$ cat src/sv/tpm_ram.sv
`default_nettype none
// ---------------------------------------------------------------------------
// tpm_ram: simple dual-port synchronous RAM
// One write port, one read port, read data registered.
// ---------------------------------------------------------------------------
module tpm_ram #(
	parameter int unsigned ADDR_W = 10,
	parameter int unsigned DATA_W = 1
) (
	input  wire logic              clk,
	input  wire logic              we,
	input  wire logic [ADDR_W-1:0] waddr,
	input  wire logic [DATA_W-1:0] wdata,
	input  wire logic [ADDR_W-1:0] raddr,
	output logic      [DATA_W-1:0] rdata
);

	logic [DATA_W-1:0] mem [0:(1 << ADDR_W) - 1];

	always_ff @(posedge clk) begin
		if (we) begin
			mem[waddr] <= wdata;
		end
	end

	always_ff @(posedge clk) begin
		rdata <= mem[raddr];
	end

endmodule
`default_nettype wire

$ cat config.mk
export PLATFORM = sky130hd
export DESIGN_NAME = tpm_ram
export DESIGN_NICKNAME = d
export VERILOG_FILES = /design/src/sv/tpm_ram.sv
export SDC_FILE = /design/constraint.sdc
export NUM_CORES = 1
export LEC_CHECK = 0
export ABC_AREA = 1
export BUFFER_PORTS_ARGS = -buffer_cell sky130_fd_sc_hd__buf_2
export CORE_MARGIN = 2
export CORE_UTILIZATION = 35
export DETAILED_ROUTE_END_ITERATION = 8
export PLACE_DENSITY = 0.52
export SYNTH_ARGS = -nofsm -noshare
export SYNTH_HDL_FRONTEND = slang
export SYNTH_SLANG_ARGS = --single-unit
$ cat constraint.sdc
create_clock -name clk -period 2.3 [get_ports clk]
set_clock_uncertainty 0.15 [all_clocks]
set_input_delay 0.69 -clock clk [delete_from_list [all_inputs] [get_ports clk]]
set_output_delay 0.69 -clock clk [all_outputs]
set_load 0.03 [all_outputs]
======== Word level (Yosys, flattened, before mapping) ========
Memory sizes are Yosys's and may differ from the RTL's. A register that Yosys moved wholly into a read port is not among the register bits.
Cells that the tools add are included.
word-level totals
  flip-flop bits (word level) ............. 0
  memory bits (writable) .................. 1024
  input port bits ......................... 23
  word-level logic and storage cells ...... 3
  memories ................................ 1
cells by class
  multiplexer cells ....................... 2
memory list
  memory  depth  bits a word  rd ports  clocked after Yosys merged registers in  write ports  line  text
  mem     1024   1            1         1                                        1            18    logic [DATA_W-1:0] mem [0:(1 << ADDR_W) - 1];
operator list
  kind               count
  1-bit two-way mux  2

======== Longest topological paths before layout ========
  depth in word-level cells ............... 2
  depth in mapped cells ................... 16

======== Least setup slack after synthesis ========
Ideal clock, no wire load.
  kind .................................... input to register
  from .................................... in we
  to ...................................... mem mem[800], enable pin
  data arrival time ....................... 1.842 ns
  required time ........................... 1.850 ns
  slack ................................... 0.008 ns
  stages .................................. 5
  path through ............................ clkbuf_1 -> buf_1 -> nand3_1 -> clkbuf_1 -> nor2_1
on the way
  longest elaborated chain between the ends .. 2
ends and longest elaborated chain
  what                                     line  text
  from (decl)                              11    input wire logic we,
  1-bit two-way mux                        21    if (we) begin
  1-bit two-way mux (implied by the code)  22    mem[waddr] <= wdata;
  to (decl)                                18
No other way between the ends.

==> impl_metrics.json <==
{
  "outcome": "finished, final reports clean",
  "crit_type": "in -> reg",
  "finalHoldViolations": 0,
  "reg2reg_from": "mem[791]",
  "antenna_found_initial": 1,
  "r2r_setup_slack_ns": 0.36,
  "die_h_um": 368,
  "postRouteAntennaNets": 0,
  "wirelength_um": 153000,
  "grt_pass1_vias": 33700,
  "cp-startpoint": "raddr[1]",
  "reg2reg_depth": 12,
  "async_reset_ff_share_pct": 0,
  "wl_per_cell_um": 23.1,
  "netlist_top_cells_count": "nand2_1, nor2_1, edfxtp_1",
  "ys_ff_latch": 1025,
  "synthCells": 4679,
  "clk_latency_ns": 0.71,
  "die_x_um": 368,
  "grt_remaining_overflow": 0,
  "ios": 24,
  "yosysSeqAreaShare_pct": 66.3,
  "critPathLaunchType": "input port",
  "synth_area_leaders": "edfxtp_1, nand3_1, nand2_1",
  "cts.sinks": 1025,
  "via_per_inst": 5.32,
  "hpwl_um": 87900,
  "p_leak_nw": 18.7,
  "ys_warn_count": 0,
  "syn2layout_area_growth_pct": 18.8,
  "postSynthAreaPerCell_um2": 9.91,
  "syn-cell-area_mm2": 0.0464,
  "dieArea_mm2": 0.135,
  "initial_core_util_pct": 35.3,
  "cp.arrival_ns": 2.72,
  "max_freq_mhz": 440,
  "root_buffer": "clkbuf_16",
  "drt_pass1_iterations": 5,
  "design.core.area_mm2": 0.131,
  "rows": 133,
  "yosys.area.top_type": "edfxtp_1",
  "post-route-drc-count": 0,
  "worst_pin_slew_ns": 0.416,
  "hold_path.class": "in -> reg",
  "end_kind": "flop",
  "nets": 4807,
  "port_buffers": 23,
  "dp.cells": 6420,
  "grt_usage_pct": 22.3,
  "ir_worst_vdd_uv": 558,
  "drive_gt1_share_pct": 12.0,
  "synth_top_cell_area_share_pct": 66.3,
  "routabilityCongestion": 0.823,
  "clock_path_buffers": 3,
  "n_fill_cell": 12900,
  "report.final.slew_viol_count": 0,
  "hold_buffers": 0,
  "synth.distinct_cells": 17,
  "min_period_ns": 2.27,
  "maxCapViolations": 0,
  "stdcell_count": 6627,
  "power_density_mw_per_mm2": 735,
  "grt_max_degree": 89,
  "synth-edff-count": 1024,
  "maxSlewHeadroom_pct": 72.2,
  "final_area_mm2": 0.0551,
  "grt_pass1_wl_um": 225000,
  "hold_slack_ns": 0.226,
  "critical_path_required_ns": 2.75,
  "drt_iter0_markers": 3939,
  "vias": 35200,
  "clk_transition_reported_paths_ns": 0.06,
  "yosysMostFrequentCell": "nand2_1",
  "setup_viol": 0,
  "endpoint": "rdata",
  "cts_tree": "built",
  "htreeDepth": 3,
  "rr_endpoint": "rdata",
  "synth_flop_cell": "edfxtp_1",
  "placed_area_mm2": 0.0516,
  "synth.net_count": 4702,
  "numCtsBuffers": 113,
  "fin_crit_sh_pct": 98.8,
  "critPathMaxFanout": 41
}
==> through the flow <==
stage	util, %	setup TNS, ns	setup slack [ns]	total power [mW]
after floorplan	-	0	0.00813	22.4
final	41.9	0	0.0286	40.5
after global placement	39.2	-24.42	-0.930	24.0
after detailed placement	39.2	-31.03	-0.907	24.0
after global routing	41.9	-0.0174	-0.0174	41.7
after CTS	41.8	0	0.00659	40.8
==> registers in the layout, summed over array words and instances (netlist names) <==
register  flops
rdata         1
mem        1024
==> how the worst min path moves through the flow <==
stage / slack [ns] / start / endpoint / depth (start not counted)
CTS: 0.18 / wdata / mem[833] / 1
floorplan: 0.64 / wdata / mem[0] / 0
finish: 0.23 / wdata / mem[833] / 1
detailed placement: 0.94 / mem[354] / rdata / 12
global route: 0.20 / wdata / mem[835] / 1
global placement: 0.94 / wdata / mem[833] / 1
==> power by group <==
| group | total [mW] | switching [mW] | internal [mW] |
|---|---|---|---|
| Sequential | 20.6 | 0.00656 | 20.6 |
| Combinational | 3.15 | 2.08 | 1.07 |
| Clock | 16.8 | 7.47 | 9.33 |
| Total | 40.5 | 9.55 | 30.9 |
==> what timing repair did <==
item / 4_1_cts / 5_1_grt
gates cloned: 2 / 2
setup buffers: 0 / 0
resized for setup: 7 / 11
setup endpoints to repair: 1 / 1
pin swaps: 0 / 1
==> cells in the final DEF (no fill, tap or decap), types with 7 or more instances in the layout <==
cell type / synthesis / layout
buf_12: 0 / 162
buf_2: 123 / 18
buf_4: 7 / 210
clkbuf_1: 196 / 37
clkbuf_16: 0 / 114
clkinv_1: 0 / 24
clkinv_2: 0 / 16
edfxtp_1: 1024 / 1024
inv_1: 42 / 40
inv_6: 1 / 7
nand2_1: 1102 / 1080
nand2_2: 0 / 22
nand3_1: 1021 / 1009
nand3_2: 0 / 10
nand4_1: 7 / 7
nor2_1: 1042 / 1042
nor3_1: 22 / 22
==> metal layers <==
metal  global-route usage (%)  up-vias  wire length [um]  part of all wire (%)
met3                     3.61      230             11400                   7.4
li1                         -    16100                 -                     -
met2                     35.9     1336             71400                    47
met4                     6.48        0              4530                   3.0
met1                     31.1    17600             66000                    43
met5                        0        -                 0                     0
==> critical path: stages <==
cell,delay (ns)
buf_8,0.14
buf_4,0.19
buf_12,0.25
buf_12,0.17
nand3_1,0.08
nand3_1,0.10
nand3_1,0.14
nand3_1,0.10
nand3_1,0.14
nand3_2,0.17
nand2_1,0.08
nand2_1,0.08
nand3_1,0.13
nand3_4,0.12
nand2_1,0.07
==> cell type report <==
class | count | area (um2) | area share (%)
diodes | 1 | 2.50 | 0.00454
flip-flops and latches | 1025 | 30800 | 55.8
clock inverters | 52 | 353 | 0.640
well taps | 1755 | 2200 | 3.99
repair buffers | 401 | 5120 | 9.30
repair inverters | 1 | 11.3 | 0.0204
multi-input cells | 3196 | 13500 | 24.4
clock buffers | 150 | 2970 | 5.38
inverters | 46 | 214 | 0.388
==> cell families (layout without fill, tap and decap cells) <==
family,count (synthesis),in the layout,synth area share (%)
other,0,1,0
flip-flops,1025,1025,66.3
buffers and inverters,458,650,4.94
AND/OR/NAND/NOR,3196,3196,28.7
No activity file was read; power rests on OpenSTA's default activity.
